File: src/rtl/gp_kernel_covariance_defines.svh
// Assertion macros shared by the kernel covariance RTL.
`ifndef GP_KERNEL_COVARIANCE_DEFINES_SVH
`define GP_KERNEL_COVARIANCE_DEFINES_SVH

`ifndef NO_ASSERTIONS
// Same-cycle implication, disabled during reset.
`define GPK_ASSERT_IMPL(lbl, clk, rst, ante, cons) \
   lbl: assert property (@(posedge clk) disable iff (rst) (ante) |-> (cons)) \
      else $error("gpk assertion failed");
// Next-cycle implication, disabled during reset.
`define GPK_ASSERT_NEXT(lbl, clk, rst, ante, cons) \
   lbl: assert property (@(posedge clk) disable iff (rst) (ante) |=> (cons)) \
      else $error("gpk assertion failed");
`else
`define GPK_ASSERT_IMPL(lbl, clk, rst, ante, cons)
`define GPK_ASSERT_NEXT(lbl, clk, rst, ante, cons)
`endif

`endif

File: src/rtl/gpk_pkg.sv
// Types and constants shared by the kernel covariance modules.
package gpk_pkg;

   // One input word: one dimension of a point pair.
   typedef struct packed {
      logic signed [31:0] first_coord;
      logic signed [31:0] second_coord;
      logic [31:0]        inv_length_sq;
      logic               last_element;
   } req_type;

   // One result word.
   typedef struct packed {
      logic [31:0] kernel_value;
      logic        saturated;
   } rsp_type;

   // Finished squared distance handed from front to back.
   typedef struct packed {
      logic [63:0] r2;
      logic        ovf;
   } dist_type;

   // Shared multiplier request and response.
   typedef struct packed {
      logic        start;
      logic        shift32;
      logic [63:0] a;
      logic [63:0] b;
   } mul_req_type;

   typedef struct packed {
      logic        done;
      logic        ovf;
      logic [63:0] result;
   } mul_rsp_type;

   typedef enum logic [3:0] {
      ST_IDLE, ST_START, ST_ROOT, ST_RMUL, ST_FIX, ST_EXP,
      ST_HMUL, ST_SQ, ST_PMUL, ST_AMUL, ST_OUT
   } back_state_type;

   localparam logic [1:0] MODE_SE  = 2'd0;
   localparam logic [1:0] MODE_M15 = 2'd1;
   localparam logic [1:0] MODE_M25 = 2'd2;

   localparam logic [1:0] CSR_KERNEL_MODE = 2'd0;
   localparam logic [1:0] CSR_ALPHA       = 2'd1;

   localparam logic [31:0] ALPHA_RESET = 32'h0001_0000;
   localparam logic [63:0] ONE62 = 64'h4000_0000_0000_0000;
   localparam logic [63:0] ONE32 = 64'h0000_0001_0000_0000;

   localparam int QUEUE_DEPTH  = 4;
   localparam int QPTR_W       = $clog2(QUEUE_DEPTH);
   localparam int SQRT_STEPS   = 48;
   localparam int HORNER_TERMS = 20;
   localparam int SQUARINGS    = 5;

endpackage

File: src/rtl/gpk_mul.sv
// Shared 64x64 multiplier built from one 32x32 product per cycle.
module gpk_mul (
   input  logic                clock,
   input  logic                reset,
   input  gpk_pkg::mul_req_type mreq,
   output gpk_pkg::mul_rsp_type mrsp
);
   import gpk_pkg::*;

   logic [63:0]  a_ff, a_in, b_ff, b_in;
   logic         sel_ff, sel_in;
   logic [1:0]   cnt_ff, cnt_in;
   logic         busy_ff, busy_in, done_ff, done_in;
   logic [127:0] acc_ff, acc_in;
   logic [31:0]  opa, opb;
   logic [63:0]  pp;
   logic [127:0] pp_sh;

   // Partial product selection and placement.
   always_comb begin
      opa = cnt_ff[1] ? a_ff[63:32] : a_ff[31:0];
      opb = cnt_ff[0] ? b_ff[63:32] : b_ff[31:0];
      pp  = opa * opb;
      unique case (cnt_ff)
         2'd0:    pp_sh = {64'd0, pp};
         2'd3:    pp_sh = {pp, 64'd0};
         default: pp_sh = {32'd0, pp, 32'd0};
      endcase
   end

   // Sequencing of the four partial products.
   always_comb begin
      a_in = a_ff; b_in = b_ff; sel_in = sel_ff;
      cnt_in = cnt_ff; busy_in = busy_ff; done_in = 1'b0; acc_in = acc_ff;
      if (mreq.start) begin
         a_in = mreq.a; b_in = mreq.b; sel_in = mreq.shift32;
         cnt_in = 2'd0; busy_in = 1'b1; acc_in = '0;
      end else if (busy_ff) begin
         acc_in = acc_ff + pp_sh;
         cnt_in = cnt_ff + 2'd1;
         if (cnt_ff == 2'd3) begin
            busy_in = 1'b0;
            done_in = 1'b1;
         end
      end
   end

   always_ff @(posedge clock) begin
      if (reset) begin
         busy_ff <= 1'b0;
         done_ff <= 1'b0;
      end else begin
         busy_ff <= busy_in;
         done_ff <= done_in;
      end
      a_ff   <= a_in;
      b_ff   <= b_in;
      sel_ff <= sel_in;
      cnt_ff <= cnt_in;
      acc_ff <= acc_in;
   end

   // Scale down and saturate.
   always_comb begin
      mrsp.done = done_ff;
      if (sel_ff) begin
         mrsp.ovf    = (acc_ff[127:96] != 32'd0);
         mrsp.result = acc_ff[95:32];
      end else begin
         mrsp.ovf    = (acc_ff[127:126] != 2'd0);
         mrsp.result = acc_ff[125:62];
      end
      if (mrsp.ovf) mrsp.result = '1;
   end

endmodule

File: config.mk
export PLATFORM = sky130hd
export DESIGN_NAME = gpk_mul
export DESIGN_NICKNAME = d
export VERILOG_FILES = /design/src/rtl/gp_kernel_covariance_defines.svh /design/src/rtl/gpk_pkg.sv /design/src/rtl/gpk_mul.sv
export SDC_FILE = /design/constraint.sdc
export NUM_CORES = 2
export LEC_CHECK = 0
export BUFFER_PORTS_ARGS = -buffer_cell sky130_fd_sc_hd__buf_2
export CAP_MARGIN = 25
export CORE_ASPECT_RATIO = 0.8
export CORE_MARGIN = 4
export CORE_UTILIZATION = 50
export CTS_CLUSTER_DIAMETER = 100
export DETAILED_ROUTE_END_ITERATION = 12
export PLACE_DENSITY = 0.67
export SETUP_SLACK_MARGIN = 0.15
export SKIP_LAST_GASP = 1
export SLEW_MARGIN = 40
export SYNTH_ARGS = -nofsm -noshare
export SYNTH_HDL_FRONTEND = slang
export SYNTH_SLANG_ARGS = --single-unit
File: constraint.sdc
create_clock -name clock -period 21.1 [get_ports clock]
set_clock_uncertainty 0.2 [all_clocks]
set_input_delay 1.055 -clock clock [delete_from_list [all_inputs] [get_ports clock]]
set_output_delay 1.055 -clock clock [all_outputs]
set_load 0.1 [all_outputs]
==> results.toml <==
[yosys]
yosys_warnings = 0
synth_area_um2 = 51500
synthCells = 5920
syn_avg_cell_area_um2 = 8.71
synth-seq-area-share_pct = 12.6
synth-edff-count = 129
synth_async_sr_flop_share_pct = 0
synthDistinctLibCells = 82
ys_seq_elements = 261
synth_fp_nets = 7348
synth_ff_type = "dfxtp_1"

[floorplan]
fp-row-count = 105
die_x_um = 367
die_h_um = 295
num_io_pins = 198
dieArea_um2 = 108000
coreArea_um2 = 102000
initial_utilization_pct = 50.3

[sta]
period_needed_ns = 14.35
tns_ns = 0
final_hold_viol_count = 0
fin_crit_sh_pct = 68.0
setup_viol = 0
max_freq_ghz = 0.0697
rsz0062_at_grt = "no"
slew_violations = 0
fin_ws_ns = 6.75
worst_pin_slew_ns = 0.958
slew_headroom_pct = 36.1

[route]
vias_per_cell = 6.03
firstDrtPassIters = 5
postRouteAntennaNets = 0
vias = 44200
wl_mm = 189
avgRoutedWirePerCell_um = 25.8
drc = 0
drtIter0Drc = 4645

[setup_path]
cp-start-kind = "flip-flop"
cp_max_fo = 35
cpPeakStageDelay_ns = 0.70
cpMostUsedCell = "fa_1"
crit_path_end_kind = "flip-flop"
cp_slowest_cell = "dfxtp_4"
crit_type = "reg -> reg"
cp_data_arrival_time_ns = 14.66
cp.required_ns = 21.41

[place]
dp_slack_ns = 6.87
dp_hpwl_mm = 150
port_buffers = 197
routabilityCongestion = 1.04

[cells_and_area]
num-nets-final = 7380
layout_common_cells = "910 x inv_1, 897 x fa_1, 798 x nor2_1"
syn2layout_area_growth_pct = 7.44
post-route-util_pct = 54.0
layout-drive-gt1-share_pct = 8.47
layout_commonest_cell = "inv_1"

[min_path]
hold_path.class = "reg -> reg"

[global_route]
grt_max_degree = 121
first_global_vias = 43800
track_usage_pct = 34.7
grt-ovfl-total = 0
grt_first_pass_wirelength_mm = 280
antenna_found_initial = 8

[clock_network]
cts_resized = 0
cts_tree = "built"
clock_latency_ns = 0.62
cts.sinks = 261
root_buffer = "clkbuf_16"
post_cts_buffers = 0
numCtsBuffers = 35
cts_buffer_depth = 3
path_clk_slew_ns = 0.06
hold_buffers = 0
htreeDepth = 2

[flow_run]
maxCapViolCount = 0

[outcome]
status = "finished clean"
## sequential cells by signal, summed over array words and instances (netlist names)
signal and flops:
acc_ff 128, cnt_ff 2, a_ff 64, busy_ff 1
b_ff 64, sel_ff 1, done_ff 1
## area by class of cell
type	instances	area (µm²)
Clock buffer	43	957
Multi-Input combinational cell	4446	40800
Inverter	910	3420
Sequential cell	261	6530
Antenna cell	6	15.0
Clock inverter	19	198
Fill cell	9479	47100
Tap cell	1337	1670
Timing Repair Buffer	298	1770
## cells by family after synthesis
group                    after synthesis  synth area share [%]
adder cells (fa/ha/maj)             1296                  44.5
flip-flops                           261                  12.6
multiplexers                         248                  4.97
AO/OA/AOI/OAI                        859                  10.7
AND/OR/NAND/NOR                     1862                  15.2
buffers and inverters               1213                  8.86
XOR/XNOR                             181                  3.08
## critical path, delay by kind of cell, from the launching register on
kind | cells | cell delay [ns]
DFF | 1 | 0.70
and+or+nand+nor | 5 | 0.88
buffers and inverters | 6 | 1.24
adders and majority gates | 10 | 4.70
muxes | 1 | 0.29
xor gates and xnor gates | 1 | 0.42
AOI/OAI and AO/OA | 19 | 5.67
## synthesized netlist by cell type (all sizes together), types with 58 or more instances
cell type,instances,area [µm²]
dfxtp,132,2640
fa,897,18000
ha,399,4990
xnor2,106,928
nand2,709,2660
a22o,58,508
inv,910,3420
nor2,802,3010
and2,70,438
nand4,70,444
xor2,75,657
o21ai,184,932
edfxtp,129,3870
a21o,131,983
clkbuf,273,1020
mux2,62,698
a21oi,255,1280
mux2i,186,1860
## per-stage QoR
step           instances  cell area (µm²)  hold WS [ns]
3_5_place_dp        7251            54200         0.273
4_1_cts             7313            55300         0.280
5_1_grt             7314            55400         0.296
2_1_floorplan       5920            51500         0.245
3_3_place_gp        7251            54100         0.255
6_report            7320            55400         0.281
## worst paths after layout
kind,depth (start not counted),end,startpoint,slack [ns]
hold / removal,2,acc_ff[5]$_SDFFE_PP0P_,acc_ff[5]$_SDFFE_PP0P_,0.28
setup reg to reg,42,acc_ff[120]$_SDFFE_PP0P_,cnt_ff[1]$_SDFFE_PP0P_,6.75
hold reg to reg,2,acc_ff[5]$_SDFFE_PP0P_,acc_ff[5]$_SDFFE_PP0P_,0.28
setup / recovery,42,acc_ff[120]$_SDFFE_PP0P_,cnt_ff[1]$_SDFFE_PP0P_,6.75
## layer usage
metal  part of all wire (%)  GRT usage (%)  routed length, µm
met1                     43           50.9              81400
met2                     39           47.6              74500
met3                     13           11.7              25200
met4                    4.2           12.6               7920
met5                      0              0                  0
Power is left out: the tool's default activity adds up to more than one toggle a clock period on the data nets, which glitch-free logic cannot reach.
