--- config.mk ---
export PLATFORM = sky130hd
export DESIGN_NAME = gpk_back
export DESIGN_NICKNAME = d
export VERILOG_FILES = /design/src/rtl/gp_kernel_covariance_defines.svh /design/src/rtl/gpk_pkg.sv /design/src/rtl/gpk_back.sv
export SDC_FILE = /design/constraint.sdc
export NUM_CORES = 2
export LEC_CHECK = 0
export BUFFER_PORTS_ARGS = -buffer_cell sky130_fd_sc_hd__buf_4
export CELL_PAD_IN_SITES_DETAIL_PLACEMENT = 0
export CELL_PAD_IN_SITES_GLOBAL_PLACEMENT = 1
export CORE_ASPECT_RATIO = 0.75
export CORE_MARGIN = 5
export CORE_UTILIZATION = 45
export CTS_BUF_LIST = sky130_fd_sc_hd__clkbuf_8
export DETAILED_ROUTE_END_ITERATION = 6
export PLACE_DENSITY = 0.88
export REMOVE_ABC_BUFFERS = 1
export SYNTH_ARGS = -nofsm -noshare
export SYNTH_HDL_FRONTEND = slang
export SYNTH_SLANG_ARGS = --single-unit
--- constraint.sdc ---
create_clock -name clock -period 16.4 [get_ports clock]
set_input_delay 2.46 -clock clock [delete_from_list [all_inputs] [get_ports clock]]
set_output_delay 2.46 -clock clock [all_outputs]
set_load 0.02 [all_outputs]
--- src/rtl/gp_kernel_covariance_defines.svh ---
// Assertion macros shared by the kernel covariance RTL.
`ifndef GP_KERNEL_COVARIANCE_DEFINES_SVH
`define GP_KERNEL_COVARIANCE_DEFINES_SVH

`ifndef NO_ASSERTIONS
// Same-cycle implication, disabled during reset.
`define GPK_ASSERT_IMPL(lbl, clk, rst, ante, cons) \
   lbl: assert property (@(posedge clk) disable iff (rst) (ante) |-> (cons)) \
      else $error("gpk assertion failed");
// Next-cycle implication, disabled during reset.
`define GPK_ASSERT_NEXT(lbl, clk, rst, ante, cons) \
   lbl: assert property (@(posedge clk) disable iff (rst) (ante) |=> (cons)) \
      else $error("gpk assertion failed");
`else
`define GPK_ASSERT_IMPL(lbl, clk, rst, ante, cons)
`define GPK_ASSERT_NEXT(lbl, clk, rst, ante, cons)
`endif

`endif

--- src/rtl/gpk_pkg.sv ---
// Types and constants shared by the kernel covariance modules.
package gpk_pkg;

   // One input word: one dimension of a point pair.
   typedef struct packed {
      logic signed [31:0] first_coord;
      logic signed [31:0] second_coord;
      logic [31:0]        inv_length_sq;
      logic               last_element;
   } req_type;

   // One result word.
   typedef struct packed {
      logic [31:0] kernel_value;
      logic        saturated;
   } rsp_type;

   // Finished squared distance handed from front to back.
   typedef struct packed {
      logic [63:0] r2;
      logic        ovf;
   } dist_type;

   // Shared multiplier request and response.
   typedef struct packed {
      logic        start;
      logic        shift32;
      logic [63:0] a;
      logic [63:0] b;
   } mul_req_type;

   typedef struct packed {
      logic        done;
      logic        ovf;
      logic [63:0] result;
   } mul_rsp_type;

   typedef enum logic [3:0] {
      ST_IDLE, ST_START, ST_ROOT, ST_RMUL, ST_FIX, ST_EXP,
      ST_HMUL, ST_SQ, ST_PMUL, ST_AMUL, ST_OUT
   } back_state_type;

   localparam logic [1:0] MODE_SE  = 2'd0;
   localparam logic [1:0] MODE_M15 = 2'd1;
   localparam logic [1:0] MODE_M25 = 2'd2;

   localparam logic [1:0] CSR_KERNEL_MODE = 2'd0;
   localparam logic [1:0] CSR_ALPHA       = 2'd1;

   localparam logic [31:0] ALPHA_RESET = 32'h0001_0000;
   localparam logic [63:0] ONE62 = 64'h4000_0000_0000_0000;
   localparam logic [63:0] ONE32 = 64'h0000_0001_0000_0000;

   localparam int QUEUE_DEPTH  = 4;
   localparam int QPTR_W       = $clog2(QUEUE_DEPTH);
   localparam int SQRT_STEPS   = 48;
   localparam int HORNER_TERMS = 20;
   localparam int SQUARINGS    = 5;

endpackage

--- src/rtl/gpk_back.sv ---
// Back end: square root, exponential and scaling for one finished distance.
module gpk_back (
   input  logic                 clock,
   input  logic                 reset,
   input  logic                 q_empty,
   input  gpk_pkg::dist_type    q_data,
   output logic                 q_pop,
   input  logic [1:0]           kernel_mode,
   input  logic [31:0]          alpha,
   output gpk_pkg::mul_req_type mreq,
   input  gpk_pkg::mul_rsp_type mrsp,
   output logic                 rsp_valid,
   input  logic                 rsp_stall,
   output gpk_pkg::rsp_type     rsp_data
);
   import gpk_pkg::*;

   back_state_type state_ff, state_in;
   logic [63:0] r2_ff, r2_in, vsh_ff, vsh_in, x_ff, x_in;
   logic [63:0] poly_ff, poly_in, f_ff, f_in, s_ff, s_in;
   logic [43:0] root_ff, root_in;
   logic [45:0] rem_ff, rem_in;
   logic [5:0]  cnt_ff, cnt_in;
   logic [63:0] quo_ff, quo_in, q0_ff, q0_in;
   logic [4:0]  dvs_ff, dvs_in, k_ff, k_in;
   logic [2:0]  sq_ff, sq_in;
   logic        divp_ff, divp_in, sat_ff, sat_in;
   logic [31:0] kern_ff, kern_in;

   logic [63:0] r2x3, r2x5, s_new, f_new;
   logic [45:0] rem_sh, trial;
   logic        rge;
   logic [43:0] root_nx;
   logic [63:0] pk, rfix, qfix;

   // Truncated reciprocal floor(2^62 / k) for the small divisors in use.
   function automatic logic [63:0] recip_q62(input logic [4:0] k);
      logic [63:0] r;
      unique case (k)
         5'd1:    r = ONE62;
         5'd2:    r = ONE62 / 64'd2;
         5'd3:    r = ONE62 / 64'd3;
         5'd4:    r = ONE62 / 64'd4;
         5'd5:    r = ONE62 / 64'd5;
         5'd6:    r = ONE62 / 64'd6;
         5'd7:    r = ONE62 / 64'd7;
         5'd8:    r = ONE62 / 64'd8;
         5'd9:    r = ONE62 / 64'd9;
         5'd10:   r = ONE62 / 64'd10;
         5'd11:   r = ONE62 / 64'd11;
         5'd12:   r = ONE62 / 64'd12;
         5'd13:   r = ONE62 / 64'd13;
         5'd14:   r = ONE62 / 64'd14;
         5'd15:   r = ONE62 / 64'd15;
         5'd16:   r = ONE62 / 64'd16;
         5'd17:   r = ONE62 / 64'd17;
         5'd18:   r = ONE62 / 64'd18;
         5'd19:   r = ONE62 / 64'd19;
         5'd20:   r = ONE62 / 64'd20;
         default: r = '0;
      endcase
      return r;
   endfunction

   // Square root step and the quotient correction after a reciprocal multiply.
   // The reciprocal product is at most one below the true quotient.
   always_comb begin
      r2x3    = r2_ff + {r2_ff[62:0], 1'b0};
      r2x5    = r2_ff + {r2_ff[61:0], 2'b00};
      rem_sh  = {rem_ff[43:0], vsh_ff[63:62]};
      trial   = {root_ff, 2'b01};
      rge     = (rem_sh >= trial);
      root_nx = {root_ff[42:0], rge};
      pk      = q0_ff * 64'(dvs_ff);
      rfix    = quo_ff - pk;
      qfix    = (rfix >= 64'(dvs_ff)) ? q0_ff + 64'd1 : q0_ff;
      s_new   = ONE62 - qfix;
      f_new   = {x_ff[38:0], 25'd0};
   end

   // Sequencer.
   always_comb begin
      state_in = state_ff; r2_in = r2_ff; vsh_in = vsh_ff; x_in = x_ff;
      poly_in = poly_ff; f_in = f_ff; s_in = s_ff; root_in = root_ff;
      rem_in = rem_ff; cnt_in = cnt_ff; quo_in = quo_ff; q0_in = q0_ff;
      dvs_in = dvs_ff; k_in = k_ff; sq_in = sq_ff; divp_in = divp_ff;
      sat_in = sat_ff; kern_in = kern_ff;
      mreq = '0;
      q_pop = 1'b0;
      rsp_valid = 1'b0;
      unique case (state_ff)
         ST_IDLE: begin
            if (!q_empty) begin
               q_pop = 1'b1;
               r2_in = q_data.r2;
               sat_in = q_data.ovf;
               state_in = ST_START;
            end
         end
         ST_START: begin
            root_in = '0; rem_in = '0; cnt_in = '0;
            vsh_in = (kernel_mode == MODE_M25) ? r2x5 : r2x3;
            if (r2_ff[63:48] != 16'd0) begin
               kern_in = '0;
               state_in = ST_OUT;
            end else if (kernel_mode == MODE_M15 || kernel_mode == MODE_M25) begin
               state_in = ST_ROOT;
            end else begin
               x_in = {1'b0, r2_ff[63:1]};
               poly_in = ONE32;
               state_in = ST_EXP;
            end
         end
         ST_ROOT: begin
            vsh_in = {vsh_ff[61:0], 2'b00};
            rem_in = rge ? rem_sh - trial : rem_sh;
            root_in = root_nx;
            cnt_in = cnt_ff + 6'd1;
            if (cnt_ff == 6'(SQRT_STEPS - 1)) begin
               x_in = {20'd0, root_nx};
               poly_in = ONE32 + {20'd0, root_nx};
               if (kernel_mode == MODE_M25) begin
                  // Divide 5*r2 by three through the shared multiplier.
                  quo_in = r2x5; dvs_in = 5'd3; divp_in = 1'b1;
                  mreq.start = 1'b1; mreq.a = r2x5; mreq.b = recip_q62(5'd3);
                  state_in = ST_RMUL;
               end else begin
                  state_in = ST_EXP;
               end
            end
         end
         ST_RMUL: begin
            if (mrsp.done) begin
               q0_in = mrsp.result;
               state_in = ST_FIX;
            end
         end
         ST_FIX: begin
            if (divp_ff) begin
               poly_in = poly_ff + qfix;
               state_in = ST_EXP;
            end else begin
               s_in = s_new;
               mreq.start = 1'b1;
               if (k_ff == 5'd1) begin
                  // Horner series done, start the squarings.
                  mreq.a = s_new; mreq.b = s_new;
                  sq_in = '0;
                  state_in = ST_SQ;
               end else begin
                  mreq.a = f_ff; mreq.b = s_new;
                  k_in = k_ff - 5'd1;
                  state_in = ST_HMUL;
               end
            end
         end
         ST_EXP: begin
            if (x_ff[63:37] != 27'd0) begin
               kern_in = '0;
               state_in = ST_OUT;
            end else begin
               f_in = f_new; s_in = ONE62; k_in = 5'(HORNER_TERMS);
               mreq.start = 1'b1; mreq.a = f_new; mreq.b = ONE62;
               state_in = ST_HMUL;
            end
         end
         ST_HMUL: begin
            if (mrsp.done) begin
               // Divide the product by the term index.
               quo_in = mrsp.result; dvs_in = k_ff; divp_in = 1'b0;
               mreq.start = 1'b1; mreq.a = mrsp.result; mreq.b = recip_q62(k_ff);
               state_in = ST_RMUL;
            end
         end
         ST_SQ: begin
            if (mrsp.done) begin
               s_in = mrsp.result;
               mreq.start = 1'b1;
               mreq.b = mrsp.result;
               if (sq_ff == 3'(SQUARINGS - 1)) begin
                  mreq.a = poly_ff;
                  state_in = ST_PMUL;
               end else begin
                  mreq.a = mrsp.result;
                  sq_in = sq_ff + 3'd1;
               end
            end
         end
         ST_PMUL: begin
            if (mrsp.done) begin
               sat_in = sat_ff | mrsp.ovf;
               mreq.start = 1'b1; mreq.shift32 = 1'b1;
               mreq.a = {32'd0, alpha}; mreq.b = mrsp.result;
               state_in = ST_AMUL;
            end
         end
         ST_AMUL: begin
            if (mrsp.done) begin
               if (mrsp.ovf || mrsp.result[63:32] != 32'd0) begin
                  kern_in = '1;
                  sat_in = 1'b1;
               end else begin
                  kern_in = mrsp.result[31:0];
               end
               state_in = ST_OUT;
            end
         end
         ST_OUT: begin
            rsp_valid = 1'b1;
            if (!rsp_stall) state_in = ST_IDLE;
         end
         default: state_in = ST_IDLE;
      endcase
   end

   assign rsp_data = '{kernel_value: kern_ff, saturated: sat_ff};

   always_ff @(posedge clock) begin
      if (reset) state_ff <= ST_IDLE;
      else       state_ff <= state_in;
      r2_ff <= r2_in; vsh_ff <= vsh_in; x_ff <= x_in; poly_ff <= poly_in;
      f_ff <= f_in; s_ff <= s_in; root_ff <= root_in; rem_ff <= rem_in;
      cnt_ff <= cnt_in; quo_ff <= quo_in; q0_ff <= q0_in; dvs_ff <= dvs_in;
      k_ff <= k_in; sq_ff <= sq_in; divp_ff <= divp_in; sat_ff <= sat_in;
      kern_ff <= kern_in;
   end

endmodule

==> flow_summary.ini <==
[setup_path]
r2r_start = dvs_ff[0]
crit_fanout = 66
worstSetupPathType = reg -> out
max_stage_delay_ns = 0.97
path_buf_inv = 7
path_common_cell = ha_1
cp_top_family = simple AND/OR/NAND/NOR gates
startpoint_type = register
crit_slowest_cell = nor4_1
worst-endpoint-arrival_ns = 11.08
required_ns = 13.94
end_kind = primary output
critPathLaunch = dvs_ff[0]

[finish]
mostFrequentLayoutCells = nand2_1, edfxtp_1, inv_1
fill_cells = 11299
design_area_um2 = 61000
final_common_cell = nand2_1
nets = 7112
seq_area_um2 = 18000
drive_above_1_share_pct = 10.3
multi_input_area_um2 = 33600
syn2layout_area_growth_pct = 11.8

[floorplanning]
dieWidth_um = 412
die_h_um = 311
rows = 110
die_area_um2 = 128000
coreArea_um2 = 120000
initial_utilization_pct = 45.4
ios = 334

[route]
route.final.wire_length_um = 208000
drtPass1Iterations = 7
vias = 49692
wl_per_cell_um = 25.7
drt_iter0_markers = 6779
postRouteAntennaNets = 0
route.detailed.drc = 18
via_per_inst = 6.14

[yosys]
synth_warnings = 0
async_flop_share_pct = 0
avgSynthCellArea_um2 = 8.85
synth_area_leaders = edfxtp_1, fa_1, ha_1
yosysTopAreaCellShare_pct = 31.0
synth_edf_count = 563
synth-seq-area-share_pct = 33.0
syn-cell-area_um2 = 54500
synth_cells = 6160
synth_area_leader_cell = edfxtp_1
synth_cell_types = 105
synth_flop_cell = edfxtp_1
ys_ff_latch = 618

[clock_network]
root_buffer = clkbuf_8
postCtsResizedCells = 0
cts_max_path_buffers = 3
post_cts_buffers = 0
cts_hold_buf = 0
clk_pin_slew_worst_paths_ns = 0.06
clk_latency_ns = 0.89
clkSinkCount = 618
cts_made_buffers = 108
cts_tree = built
htree_levels = 3

[power]
total_power_mw = 11.7
ir_worst_vdd_mv = 0.108
p_per_area_nw_per_um2 = 191
p_leak_nw = 25.9

[grt]
grt_pass1_wl_um = 304000
grt_usage_pct = 31.3
antenna_found_initial = 14
grt_pass1_vias = 46575
grt_max_degree = 88
overflow = 0

[sta]
fin_crit_sh_pct = 82.5
post-route-min-period_ns = 13.54
relSlewSlack_pct = 18.4
drv_slew = 0
rsz0062_at_grt = false
hold_viol_final = 0
setup_slack_ns = 2.86
tightest_slew_ns = 1.22
setup_viol = 0
fmax_mhz = 73.9
fin_setup_tns_ns = 0
final.setup_skew_ns = 0.0793

[place]
portBuffers = 333
gp_congestion = 1.03
placed_cell_area_um2 = 58600
post-dp-hpwl_um = 163000
dp_slack_ns = 3.85

[hold_path]
hold_path.class = reg -> reg
hold_start = x_ff[38]

[run_status]
outcome = finished with violations
violations = design-rule violations

[flow_run]
maxCapViolations = 0
layout make-up:
| class | count | area share, % |
|---|---|---|
| Sequential cell | 618 | 29.5 |
| Antenna cell | 12 | 0.0492 |
| Clock buffer | 110 | 2.48 |
| Inverter | 481 | 2.97 |
| Tap cell | 1624 | 3.33 |
| Clock inverter | 92 | 1.34 |
| Multi-Input combinational cell | 4737 | 55.1 |
| Timing Repair Buffer | 420 | 5.17 |
per-layer routing:
| layer | vias up | routed length [um] | GRT usage (%) |
|---|---|---|---|
| met5 | - | 11 | 0 |
| li1 | 22407 | - | - |
| met1 | 23974 | 87400 | 44.9 |
| met3 | 381 | 27300 | 9.98 |
| met2 | 2928 | 83500 | 43.4 |
| met4 | 2 | 9820 | 12.5 |
through the flow:
step	utilization, %	cells	hold WS, ns
3_5_place_dp	48.8	7880	0.438
4_1_cts	50.7	8082	0.455
2_1_floorplan	-	5836	0.421
5_1_grt	50.7	8087	0.472
6_report	50.7	8094	0.457
3_3_place_gp	48.8	7880	0.434
cell usage after synthesis, types with 29 or more instances:
cell type and number:
nor2b_1 50, xor2_1 132, clkbuf_1 279, a21boi_0 44
nor4_1 38, nand4_1 87, or3_1 32, a31oi_1 36
and3_1 58, a221oi_1 29, nand3_1 133, a211oi_1 34
xnor2_1 239, and2_1 79, ha_1 335, o21ai_0 345
nor2_1 472, inv_1 480, nand2_1 864, a222oi_1 65
mux2i_1 59, a22oi_1 35, edfxtp_1 563, o21bai_1 37
o21a_1 84, o211ai_1 32, o21ai_1 42, fa_1 242
o221ai_1 51, nand2b_1 64, a21oi_1 394, nor3_1 118
a21o_1 202, dfxtp_1 55
registers in the layout, summed over array words and instances, names as in the netlist, named ones only:
signal and flops:
f_ff 39, r2_ff 64, quo_ff 64, kern_ff 32, divp_ff 1, sq_ff 3, vsh_ff 64, cnt_ff 6
state_ff 4, dvs_ff 5, rem_ff 44, x_ff 63, poly_ff 64, k_ff 5, q0_ff 64, root_ff 44
sat_ff 1
where the power goes:
group          total (mW)  leakage (nW)  internal (mW)  switching [mW]
Clock                1.58          1.29          0.831           0.753
Sequential           3.02          5.72           2.56           0.455
Combinational        7.05          18.9           2.54            4.52
Total                11.7          25.9           5.93            5.72
cell families (layout without fill, tap and decap cells):
logic type / Yosys count / count (layout) / synth area share, %
other: 0 / 12 / 0
flip-flops: 618 / 618 / 33.0
AND/OR/NAND/NOR: 2093 / 2093 / 17.7
AO/OA/AOI/OAI: 1630 / 1630 / 19.9
XOR/XNOR: 371 / 371 / 5.96
multiplexers: 66 / 66 / 1.23
buffers and inverters: 805 / 1103 / 5.65
adder cells (fa/ha/maj): 577 / 577 / 16.6
path summary, 6_finish.rpt:
check | endpoint | slack [ns] | depth (start not counted)
worst min-delay path | f_ff[63] | 0.46 | 0
worst max-delay path | mreq[114] | 2.86 | 35
worst max register to register | poly_ff[63] | 4.31 | 46
worst min register to register | f_ff[63] | 0.46 | 0
worst reg2reg max path: cells and delay by family, from the launching register on:
kind            cells  cell delay, ns
simple gates       15            2.81
xor+xnor            2            0.64
compound gates     18            4.80
buf+inv             5            1.28
flops               1            0.32
fa+ha+maj           6            1.96
Note: power is estimated with default switching activity, not from simulation.
