`src/rtl/gp_kernel_covariance_defines.svh`:
```
// Assertion macros shared by the kernel covariance RTL.
`ifndef GP_KERNEL_COVARIANCE_DEFINES_SVH
`define GP_KERNEL_COVARIANCE_DEFINES_SVH

`ifndef NO_ASSERTIONS
// Same-cycle implication, disabled during reset.
`define GPK_ASSERT_IMPL(lbl, clk, rst, ante, cons) \
   lbl: assert property (@(posedge clk) disable iff (rst) (ante) |-> (cons)) \
      else $error("gpk assertion failed");
// Next-cycle implication, disabled during reset.
`define GPK_ASSERT_NEXT(lbl, clk, rst, ante, cons) \
   lbl: assert property (@(posedge clk) disable iff (rst) (ante) |=> (cons)) \
      else $error("gpk assertion failed");
`else
`define GPK_ASSERT_IMPL(lbl, clk, rst, ante, cons)
`define GPK_ASSERT_NEXT(lbl, clk, rst, ante, cons)
`endif

`endif

```
`src/rtl/gpk_pkg.sv`:
```
// Types and constants shared by the kernel covariance modules.
package gpk_pkg;

   // One input word: one dimension of a point pair.
   typedef struct packed {
      logic signed [31:0] first_coord;
      logic signed [31:0] second_coord;
      logic [31:0]        inv_length_sq;
      logic               last_element;
   } req_type;

   // One result word.
   typedef struct packed {
      logic [31:0] kernel_value;
      logic        saturated;
   } rsp_type;

   // Finished squared distance handed from front to back.
   typedef struct packed {
      logic [63:0] r2;
      logic        ovf;
   } dist_type;

   // Shared multiplier request and response.
   typedef struct packed {
      logic        start;
      logic        shift32;
      logic [63:0] a;
      logic [63:0] b;
   } mul_req_type;

   typedef struct packed {
      logic        done;
      logic        ovf;
      logic [63:0] result;
   } mul_rsp_type;

   typedef enum logic [3:0] {
      ST_IDLE, ST_START, ST_ROOT, ST_RMUL, ST_FIX, ST_EXP,
      ST_HMUL, ST_SQ, ST_PMUL, ST_AMUL, ST_OUT
   } back_state_type;

   localparam logic [1:0] MODE_SE  = 2'd0;
   localparam logic [1:0] MODE_M15 = 2'd1;
   localparam logic [1:0] MODE_M25 = 2'd2;

   localparam logic [1:0] CSR_KERNEL_MODE = 2'd0;
   localparam logic [1:0] CSR_ALPHA       = 2'd1;

   localparam logic [31:0] ALPHA_RESET = 32'h0001_0000;
   localparam logic [63:0] ONE62 = 64'h4000_0000_0000_0000;
   localparam logic [63:0] ONE32 = 64'h0000_0001_0000_0000;

   localparam int QUEUE_DEPTH  = 4;
   localparam int QPTR_W       = $clog2(QUEUE_DEPTH);
   localparam int SQRT_STEPS   = 48;
   localparam int HORNER_TERMS = 20;
   localparam int SQUARINGS    = 5;

endpackage

```
`src/rtl/gpk_queue.sv`:
```
// Short queue of finished distances between front and back.
module gpk_queue (
   input  logic              clock,
   input  logic              reset,
   input  logic              push,
   input  gpk_pkg::dist_type push_data,
   input  logic              pop,
   output gpk_pkg::dist_type pop_data,
   output logic              full,
   output logic              empty
);
   import gpk_pkg::*;

   dist_type          mem_ff [QUEUE_DEPTH];
   logic [QPTR_W-1:0] wr_ff, wr_in, rd_ff, rd_in;
   logic [QPTR_W:0]   cnt_ff, cnt_in;

   assign full     = (cnt_ff == (QPTR_W+1)'(QUEUE_DEPTH));
   assign empty    = (cnt_ff == '0);
   assign pop_data = mem_ff[rd_ff];

   // Pointer and fill count update.
   always_comb begin
      wr_in  = push ? wr_ff + 1'b1 : wr_ff;
      rd_in  = pop ? rd_ff + 1'b1 : rd_ff;
      cnt_in = cnt_ff + (QPTR_W+1)'(push) - (QPTR_W+1)'(pop);
   end

   always_ff @(posedge clock) begin
      if (reset) begin
         wr_ff  <= '0;
         rd_ff  <= '0;
         cnt_ff <= '0;
      end else begin
         wr_ff  <= wr_in;
         rd_ff  <= rd_in;
         cnt_ff <= cnt_in;
      end
      if (push) mem_ff[wr_ff] <= push_data;
   end

endmodule

```
`config.mk`:
```
export PLATFORM = sky130hd
export DESIGN_NAME = gpk_queue
export DESIGN_NICKNAME = d
export VERILOG_FILES = /design/src/rtl/gp_kernel_covariance_defines.svh /design/src/rtl/gpk_pkg.sv /design/src/rtl/gpk_queue.sv
export SDC_FILE = /design/constraint.sdc
export NUM_CORES = 1
export LEC_CHECK = 0
export ABC_CLOCK_PERIOD_IN_PS = 4500
export BUFFER_PORTS_ARGS = -buffer_cell sky130_fd_sc_hd__buf_2
export CAP_MARGIN = 20
export CORE_AREA = 2 2 136 171
export DETAILED_ROUTE_END_ITERATION = 10
export DIE_AREA = 0 0 138 173
export PLACE_DENSITY = 0.73
export SLEW_MARGIN = 20
export SYNTH_ARGS = -nofsm -noshare
export SYNTH_HDL_FRONTEND = slang
export SYNTH_SLANG_ARGS = --single-unit
```
`constraint.sdc`:
```
create_clock -name clock -period 4.5 [get_ports clock]
set_input_delay 0.9 -clock clock [delete_from_list [all_inputs] [get_ports clock]]
set_output_delay 0.9 -clock clock [all_outputs]
set_load 0.05 [all_outputs]
```
==> summary.txt, run 1 <==
run status - completed
pin slew with the least headroom to its limit - 1050 ps
Synth Warn # - 0
Post-DP Area - 0.01078 mm2
Worst R2R End - mem_ff[1][14]
# Post-CTS Setup Buffers - 0
fin area - 0.01163 mm2
area share of fa/ha/maj cells after synthesis - 0.9641%
vias in the first global route - 4857
via count - 4364
average detailed-routed wire length per instance - 20.78 um
main combinational cell family by area after synthesis - multiplexers
Antenna Violating Nets Remaining - 0
detailed-route vias per instance - 5.214
final-report max-slew violation count - 0
combinational cell fraction of total power - 13.2%
Die Ht - 173 um
total CTS buffers - 26
final estimated routing congestion in global placement - 0.6900
Initial Utilization - 44.56%
Most used DFF post-synth - edfxtp_1
violation count after the first detailed-routing iteration - 171
internal power summed over all cells - 4.367 mW
total design power - 5.852 mW
top-level port count - 136
Worst R2R Path Depth - 3
final layout net count - 607
Setup crit start kind - flip-flop
layout overhead on the synthesized area - 17.96%
commonest non-fill, non-tap cells in the layout - 260 x edfxtp_1, 135 x buf_2, 65 x mux4_2, 26 x clkbuf_16, 7 x dfxtp_1
Filler Cells Inserted - 1726
leading cell type in the layout, fill and taps excluded - edfxtp_1
pin count of the biggest net entering global routing - 66
category of the worst setup path capture point - primary output
maxcap violations - 0
level count of the clock H-tree - 1
Crit Reg-Reg Startpoint - wr_ff[1]
DIE AREA - 0.02387 mm2
clock power share - 36.4%
global-route wire length before repair - 27.05 mm
Worst Min Path Start - rd_ff[0]
Tot GR Track Use - 14.56%
worst-case register-to-register setup slack - 2660 ps
area share of xor/xnor cells in the synthesized design - 0.4186%
sequential cell area fraction in the yosys report - 80.98%
hold path depth - 2
sum of negative setup slack - 0 ps
number of cell rows - 61
Sw Share - 25.38%
Crit path required time - 3600 ps
Hold Crit Class - flip-flop to flip-flop
initial antenna violation count - 4
leakage power - 3.911 nW
part of the total power dissipated in sequential elements - 50.4%
Synth async-reset ratio - 0%
power per unit of standard cell area - 503.0 mW/mm2
final HPWL from detailed placement - 9.706 mm
number of unique standard cell types used by synthesis - 22
worst supply voltage drop on vdd - 0.0002965 V
final routed DRC violation total - 0
worst skew pair latency - 520 ps
Data arrival, critical path - 2580 ps
total congestion overflow - 0
critical path fanouts, max - 39
time the final worst path needs with I/O delays and setup - 3479 ps
clock edge transition at the registers on the reported setup and hold paths - 60 ps
post-synthesis mux area share - 14.94%
Core Util, Final - 52.57%
cell at the root of the clock tree - clkbuf_16
remaining max-slew budget at the tightest pin - 30.02%
worst setup skew after layout - 10.47 ps
setup repair after global routing missed its margin - false
iteration count of the initial detailed-routing pass - 4
synthesized instance count - 381
netlist area before placement - 0.009863 mm2
area inside the core boundary - 0.02213 mm2
count of endpoints failing setup in the final report - 0
post-synthesis sequential element count - 269
net switching power - 1.485 mW
area occupied by registers - 0.007995 mm2
area of combinational cells with multiple inputs - 0.001710 mm2
# hold bufs at CTS - 0
worst setup path class - flip-flop to primary output
nets in the synthesized netlist - 457
share of the clock period used by the worst path after layout - 77.31%
number of flops mapped to enable cells by yosys - 260
fraction of layout cells with a size suffix above 1 - 45.01%
number of hold violations in the final report - 0
number of clock sinks - 269
maximum clock frequency - 287.4 MHz
Die Span X - 138 um
CTS tree - done
average footprint of a synthesized cell - 25.89 um2
post-synthesis share of cell area spent on and, or, nand and nor gates - 0.7611%
buffer depth of the longest clock path - 3
total wire length - 17.40 mm
compound-cell area share of the yosys netlist - 0.1522%
count of buffers inserted at the top-level ports - 135
number of gates resized after CTS - 0
[routing by layer]
metal / GRT usage [%] / vias to the layer above / share of wire, %
met5: 0 / - / 0.040
met4: 4.974 / 2 / 2.2
met3: 2.963 / 28 / 5.0
met2: 25.93 / 129 / 52
met1: 17.75 / 2273 / 40
li1: - / 1932 / -
[through the flow]
stage | hold WS, ps | cells | worst slack, ps
6_report | 536.3 | 837 | 1021
3_3_place_gp | 505.2 | 786 | 1513
5_1_grt | 569.7 | 836 | 820.7
3_5_place_dp | 527.4 | 786 | 1504
2_1_floorplan | 491.8 | 381 | 1641
4_1_cts | 536.7 | 834 | 930.2
[critical path: stages, from the launching register on]
cell     delay, ps
dfxtp_4        920
buf_12         320
mux4_2         560
buf_2          230
[layout make-up]
cell class | instances | share of cell area (%)
clock inverter | 17 | 1.549
sequential | 269 | 68.72
inverter | 6 | 0.1936
clock buffer | 31 | 5.753
timing repair buffer | 136 | 5.979
tap | 283 | 3.043
antenna | 3 | 0.06452
multi-input combinational | 92 | 14.70
[registers in the layout (all words and copies together) (netlist names), named ones only]
register  cells
mem_ff      260
rd_ff         2
wr_ff         2
cnt_ff        3
[power groups by stage]
stage                     clock network [mW]  logic [mW]  registers, mW
after floorplan                            0       0.632           2.96
after global placement                     0       0.766           3.00
after detailed placement                   0       0.779           3.01
after CTS                               2.18       0.782           2.95
after global routing                    2.27       0.809           2.96
final                                   2.13       0.770           2.95
[logic make-up after synthesis]
family,count (synthesis)
XOR/XNOR,3
multiplexers,66
AO/OA/AOI/OAI,2
buffers and inverters,20
flip-flops,269
adder cells (fa/ha/maj),7
AND/OR/NAND/NOR,14
[worst max path at each step]
stage	start	endpoint	slack [ps]	depth (start not counted)
floorplan	push	mem_ff[0][0]	1640	1
global placement	flip-flop	pop_data[39]	1510	3
detailed placement	flip-flop	pop_data[39]	1500	3
CTS	flip-flop	pop_data[39]	930	3
global route	flip-flop	pop_data[39]	820	3
finish	flip-flop	pop_data[39]	1020	3
[Yosys cell counts, types with 2 or more instances]
| cell type | count | area share [%] |
|---|---|---|
| mux4_2 | 65 | 15 |
| ha_1 | 6 | 0.76 |
| nor2_1 | 5 | 0.19 |
| buf_2 | 6 | 0.30 |
| nor2b_1 | 2 | 0.13 |
| inv_1 | 6 | 0.23 |
| dfxtp_1 | 9 | 1.8 |
| edfxtp_1 | 260 | 79 |
| buf_12 | 5 | 1.0 |
| xnor2_1 | 2 | 0.18 |
| and2_1 | 4 | 0.25 |
No activity file was read; power rests on OpenSTA's default activity.
==> run 2, diff against run 1 <==
--- a/config.mk
+++ b/config.mk
@@ -5,13 +5,13 @@
 export SDC_FILE = /design/constraint.sdc
 export NUM_CORES = 1
 export LEC_CHECK = 0
-export ABC_CLOCK_PERIOD_IN_PS = 4500
+export ABC_CLOCK_PERIOD_IN_PS = 3000
 export BUFFER_PORTS_ARGS = -buffer_cell sky130_fd_sc_hd__buf_2
 export CAP_MARGIN = 20
 export CORE_AREA = 2 2 136 171
 export DETAILED_ROUTE_END_ITERATION = 10
 export DIE_AREA = 0 0 138 173
-export PLACE_DENSITY = 0.73
+export PLACE_DENSITY = 0.76
 export SLEW_MARGIN = 20
 export SYNTH_ARGS = -nofsm -noshare
 export SYNTH_HDL_FRONTEND = slang
==> constraint.sdc (replaced) <==
create_clock -name clock -period 3 [get_ports clock]
set_input_delay 0.6 -clock clock [delete_from_list [all_inputs] [get_ports clock]]
set_output_delay 0.6 -clock clock [all_outputs]
set_load 0.05 [all_outputs]
==> summary.txt, run 2 (synthesized netlist as in run 1, its figures left out) <==
share of the clock period used by the worst path after layout - 94.18%
run status - completed (unchanged)
count of endpoints failing setup in the final report - 0 (unchanged)
power per unit of standard cell area - 742.9 mW/mm2 (was 503.0 mW/mm2)
maxcap violations - 0 (unchanged)
commonest non-fill, non-tap cells in the layout - 260 x edfxtp_1, 135 x buf_2, 65 x mux4_2, 27 x clkbuf_16, 7 x dfxtp_1 (was 260 x edfxtp_1, 135 x buf_2, 65 x mux4_2, 26 x clkbuf_16, 7 x dfxtp_1)
top-level port count - 136 (unchanged)
number of cell rows - 61 (unchanged)
fraction of layout cells with a size suffix above 1 - 45.68% (was 45.01%)
number of gates resized after CTS - 0 (unchanged)
pin count of the biggest net entering global routing - 37 (was 66)
sum of negative setup slack - 0 ps (unchanged)
global-route wire length before repair - 28.03 mm (was 27.05 mm)
worst setup skew after layout - 12.81 ps (was 10.47 ps)
leading cell type in the layout, fill and taps excluded - edfxtp_1 (unchanged)
cell at the root of the clock tree - clkbuf_16 (unchanged)
layout overhead on the synthesized area - 18.98% (was 17.96%)
Crit path required time - 2400 ps (was 3600 ps)
Hold Crit Class - input port to flip-flop (was flip-flop to flip-flop)
total congestion overflow - 0 (unchanged)
average detailed-routed wire length per instance - 20.94 um (was 20.78 um)
total wire length - 17.61 mm (was 17.40 mm)
top register by number of flip-flops - mem_ff (unchanged)
registers with the highest flip-flop counts - mem_ff (260), cnt_ff (3) (unchanged)
setup repair after global routing missed its margin - false (unchanged)
max FFs per register - 260 (unchanged)
pin slew with the least headroom to its limit - 616.4 ps (was 1050 ps)
level count of the clock H-tree - 1 (unchanged)
iteration count of the initial detailed-routing pass - 4 (unchanged)
worst supply voltage drop on vdd - 0.0004613 V (was 0.0002965 V)
final-report max-slew violation count - 0 (unchanged)
Tot GR Track Use - 15.00% (was 14.56%)
CTS tree - done (unchanged)
Die Span X - 138 um (unchanged)
remaining max-slew budget at the tightest pin - 58.91% (was 30.02%)
time the final worst path needs with I/O delays and setup - 2825 ps
number of hold violations in the final report - 0 (unchanged)
worst setup path class - flip-flop to primary output (unchanged)
leakage power - 3.951 nW (was 3.911 nW)
vias in the first global route - 5114 (was 4857)
Die Ht - 173 um (unchanged)
area inside the core boundary - 0.02213 mm2 (unchanged)
category of the worst setup path capture point - primary output (unchanged)
initial antenna violation count - 3 (was 4)
# Post-CTS Setup Buffers - 0 (unchanged)
Final Hold Slack - 285.7 ps (was 536.3 ps)
DIE AREA - 0.02387 mm2 (unchanged)
Setup crit start kind - flip-flop (unchanged)
count of buffers inserted at the top-level ports - 135 (unchanged)
Antenna Violating Nets Remaining - 0 (unchanged)
critical path fanouts, max - 29 (was 39)
Initial Utilization - 44.56% (unchanged)
final HPWL from detailed placement - 10.66 mm (was 9.706 mm)
worst skew pair latency - 520 ps (about the same)
maximum clock frequency - 353.9 MHz
number of clock sinks - 269 (unchanged)
final estimated routing congestion in global placement - 0.7085 (was 0.6900)
via count - 4435 (was 4364)
final layout net count - 613 (was 607)
buffer depth of the longest clock path - 3 (unchanged)
Data arrival, critical path - 2230 ps (was 2580 ps)
total CTS buffers - 26 (unchanged)
# hold bufs at CTS - 0 (unchanged)
violation count after the first detailed-routing iteration - 254 (was 171)
final routed DRC violation total - 0 (unchanged)
detailed-route vias per instance - 5.273 (was 5.214)
clock edge transition at the registers on the reported setup and hold paths - 60 ps (about the same)
==> run 2: cell type report <==
cell class / count / area, um2
Fill cell: 1701 / 10400
Sequential cell: 269 / 7995
Multi-Input combinational cell: 92 / 1710
Timing Repair Buffer: 142 / 803.3
Clock buffer: 34 / 721.9
Tap cell: 283 / 354.1
Clock inverter: 13 / 122.6
Inverter: 6 / 22.52
Antenna cell: 2 / 5.005
==> run 2: metrics by stage <==
stage                     utilization [%]  worst slack [ps]  std cells  area (um2)  total power [mW]
after floorplan                         -             441.5        381        9863             5.385
after global placement              49.18             696.3        792       10890             5.661
after detailed placement            49.18             659.1        792       10890             5.705
after CTS                           53.00             92.40        839       11730             8.832
after global routing                53.01             27.50        840       11730             9.047
final                               53.02             174.5        841       11740             8.718
==> run 2: path summary, 6_finish.rpt <==
path	startpoint	end	slack, ps	cells after the start
worst max-delay path	flip-flop	pop_data[64]	170	3
worst max register to register	wr_ff[0]	mem_ff[0][51]	1190	4
worst min-delay path	push_data[38]	mem_ff[2][38]	290	1
worst min register to register	rd_ff[0]	flip-flop	560	2
==> run 2: where the power goes <==
part	internal [mW]	total [mW]	leakage (nW)	switching [mW]
Combinational	0.383	1.22	1.08	0.839
Sequential	4.32	4.38	2.46	0.0618
Clock	1.80	3.12	0.405	1.32
==> run 2: per-layer routing <==
layer / GRT usage (%) / share of wire [%]
met2: 27.99 / 55
met5: 0 / 0.074
met4: 5.357 / 2.6
met3: 3.268 / 5.6
met1: 16.85 / 37
==> run 2: critical path, stage by stage (launching register included) <==
cell,delay (ps)
dfxtp_4,350
buf_4,490
mux4_2,610
buf_2,230
==> run 3, diff against run 2 <==
--- a/config.mk
+++ b/config.mk
@@ -12,6 +12,7 @@
 export DETAILED_ROUTE_END_ITERATION = 10
 export DIE_AREA = 0 0 138 173
 export PLACE_DENSITY = 0.76
+export RECOVER_POWER = 50
 export SLEW_MARGIN = 20
 export SYNTH_ARGS = -nofsm -noshare
 export SYNTH_HDL_FRONTEND = slang
==> summary.txt, run 3 (synthesized netlist as in run 1, its figures left out) <==
final estimated routing congestion in global placement - 0.7085 (unchanged)
sequence of cells on the critical path - buf_4, mux4_2, buf_2 (unchanged)
Worst Min Path Start - push_data[38] (unchanged)
registers with the highest flip-flop counts - mem_ff (260), cnt_ff (3) (unchanged)
pin slew with the least headroom to its limit - 1843 ps (was 616.4 ps)
fraction of layout cells with a size suffix above 1 - 33.81% (was 45.68%)
clock edge transition at the registers on the reported setup and hold paths - 60 ps (about the same)
fin area - 0.01165 mm2 (was 0.01174 mm2)
Crit Reg-Reg Startpoint - wr_ff[0] (unchanged)
DIE AREA - 0.02387 mm2 (unchanged)
critical path fanouts, max - 29 (unchanged)
# Post-CTS Setup Buffers - 0 (unchanged)
cell at the root of the clock tree - clkbuf_16 (unchanged)
global-route wire length before repair - 28.03 mm (unchanged)
Tot GR Track Use - 15.00% (unchanged)
DRT met1 WL - 6.538 mm (was 6.547 mm)
Critical path buffers and inverters - 2 (unchanged)
end point of the worst hold path - mem_ff[2][38] (unchanged)
Initial Utilization - 44.56% (unchanged)
iteration count of the initial detailed-routing pass - 4 (unchanged)
remaining max-slew budget at the tightest pin - -22.88% (was 58.91%)
final-report max-slew violation count - 32 (was 0)
share of the clock period used by the worst path after layout - 94.07% (was 94.18%)
leading cell type in the layout, fill and taps excluded - edfxtp_1 (unchanged)
maximum clock frequency - 354.3 MHz (was 353.9 MHz)
Filler Cells Inserted - 1738 (was 1701)
average detailed-routed wire length per instance - 21.01 um (was 20.94 um)
CP max stage cell - mux4_2 (unchanged)
total wire length - 17.65 mm (was 17.61 mm)
top-level port count - 136 (unchanged)
Worst R2R Path Depth - 3 (was 4)
part of the total power dissipated in sequential elements - 50.3% (was 50.2%)
final layout net count - 613 (unchanged)
met3 WL post-DR - 1.005 mm (was 983 um)
Crit path required time - 2400 ps (about the same)
worst skew pair latency - 530 ps (was 520 ps)
combinational cell fraction of total power - 13.9% (was 14.0%)
failing checks - max-capacitance violations, max-slew violations
buffer depth of the longest clock path - 3 (unchanged)
met2 wire length - 9.631 mm (was 9.614 mm)
Worst path max stage delay - 610 ps (about the same)
leakage power - 3.770 nW (was 3.951 nW)
maxcap violations - 1 (was 0)
count of endpoints failing setup in the final report - 0 (unchanged)
power per unit of standard cell area - 747.7 mW/mm2 (was 742.9 mW/mm2)
via count - 4418 (was 4435)
Post-DP Area - 0.01089 mm2 (unchanged)
# hold bufs at CTS - 0 (unchanged)
clock power share - 35.8% (about the same)
count of buffers inserted at the top-level ports - 135 (unchanged)
Post-Place Cells - 792 (unchanged)
category of the worst setup path capture point - primary output (unchanged)
net switching power - 2.223 mW (was 2.219 mW)
level count of the clock H-tree - 1 (unchanged)
worst setup skew after layout - 14.91 ps (was 12.81 ps)
final HPWL from detailed placement - 10.66 mm (unchanged)
detailed-route vias per instance - 5.260 (was 5.273)
total CTS buffers - 26 (unchanged)
max FFs per register - 260 (unchanged)
final routed DRC violation total - 0 (unchanged)
Die Ht - 173 um (unchanged)
pin count of the biggest net entering global routing - 37 (unchanged)
Data arrival, critical path - 2220 ps (was 2230 ps)
Setup crit start kind - flip-flop (unchanged)
setup repair after global routing missed its margin - false (unchanged)
Die Span X - 138 um (unchanged)
number of gates resized after CTS - 0 (unchanged)
internal power summed over all cells - 6.486 mW (was 6.499 mW)
worst supply voltage drop on vdd - 0.0004612 V (was 0.0004613 V)
Hold Crit Class - input port to flip-flop (unchanged)
run status - complete, but fails checks (was completed)
area inside the core boundary - 0.02213 mm2 (unchanged)
non-filler cells, final - 840 (was 841)
number of hold violations in the final report - 0 (unchanged)
Antenna Violating Nets Remaining - 0 (unchanged)
sum of negative setup slack - 0 ps (unchanged)
layout overhead on the synthesized area - 18.10% (was 18.98%)
commonest non-fill, non-tap cells in the layout - 260 x edfxtp_1, 70 x clkbuf_1, 70 x buf_2, 65 x mux4_2, 27 x clkbuf_16 (was 260 x edfxtp_1, 135 x buf_2, 65 x mux4_2, 27 x clkbuf_16, 7 x dfxtp_1)
hold path depth - 1 (unchanged)
Highest Signal Layer - met5 (unchanged)
violation count after the first detailed-routing iteration - 272 (was 254)
worst-case register-to-register setup slack - 360 ps (was 1190 ps)
Sw Share - 25.53% (was 25.46%)
top register by number of flip-flops - mem_ff (unchanged)
vias in the first global route - 5114 (unchanged)
CTS tree - done (unchanged)
Top Family by Delay on Critical Path - buffers and inverters (unchanged)
number of clock sinks - 269 (unchanged)
worst setup path class - flip-flop to primary output (unchanged)
time the final worst path needs with I/O delays and setup - 2822 ps (was 2825 ps)
number of cell rows - 61 (unchanged)
total congestion overflow - 0 (unchanged)
Worst R2R End - mem_ff[3][56] (was mem_ff[0][51])
initial antenna violation count - 2 (was 3)
==> run 3: worst max-delay path by stage <==
stage | to | slack [ps] | cells past startpoint
2_1_floorplan | mem_ff[0][0] | 440 | 1
3_3_place_gp | pop_data[64] | 700 | 3
3_5_place_dp | pop_data[64] | 660 | 3
4_1_cts | pop_data[64] | 90 | 3
5_1_grt | pop_data[64] | 30 | 3
6_report | pop_data[64] | 180 | 3
==> run 3: power by group through the flow <==
stage,Clock [mW],Combinational [mW],Sequential [mW]
final,3.12,1.21,4.38
after detailed placement,0,1.24,4.46
after global placement,0,1.22,4.44
after CTS,3.20,1.25,4.38
after global routing,3.36,1.28,4.39
after floorplan,0,0.948,4.44
==> run 3: metal layers <==
metal  GRT usage (%)  up-vias
met5               0        -
li1                -     1932
met2           27.99      123
met4           5.357        2
met3           3.268       35
met1           16.85     2326
==> run 3: area by class of cell <==
cell class                 count  area, um2  area share [%]
sequential                   269       7995           68.64
multi-input combinational     92       1708           14.66
clock buffer                  34      721.9           6.198
timing repair buffer         142      721.9           6.198
tap                          283      354.1           3.040
clock inverter                13      122.6           1.053
inverter                       6      22.52          0.1933
antenna                        1      2.502         0.02148
==> run 3: through the flow <==
step	hold slack, ps	power (mW)	worst slack, ps	util [%]
5_1_grt	327.5	9.034	27.50	52.62
6_report	325.3	8.709	177.8	52.63
4_1_cts	265.0	8.832	92.40	53.00
3_3_place_gp	515.5	5.661	696.3	49.18
2_1_floorplan	491.8	5.385	441.5	-
3_5_place_dp	544.6	5.705	659.1	49.18
==> run 3: worst reg2reg max path: stages, from the launching register on <==
cell and delay (ps):
dfxtp_1 400, ha_1 170, and2_1 1370, buf_12 370
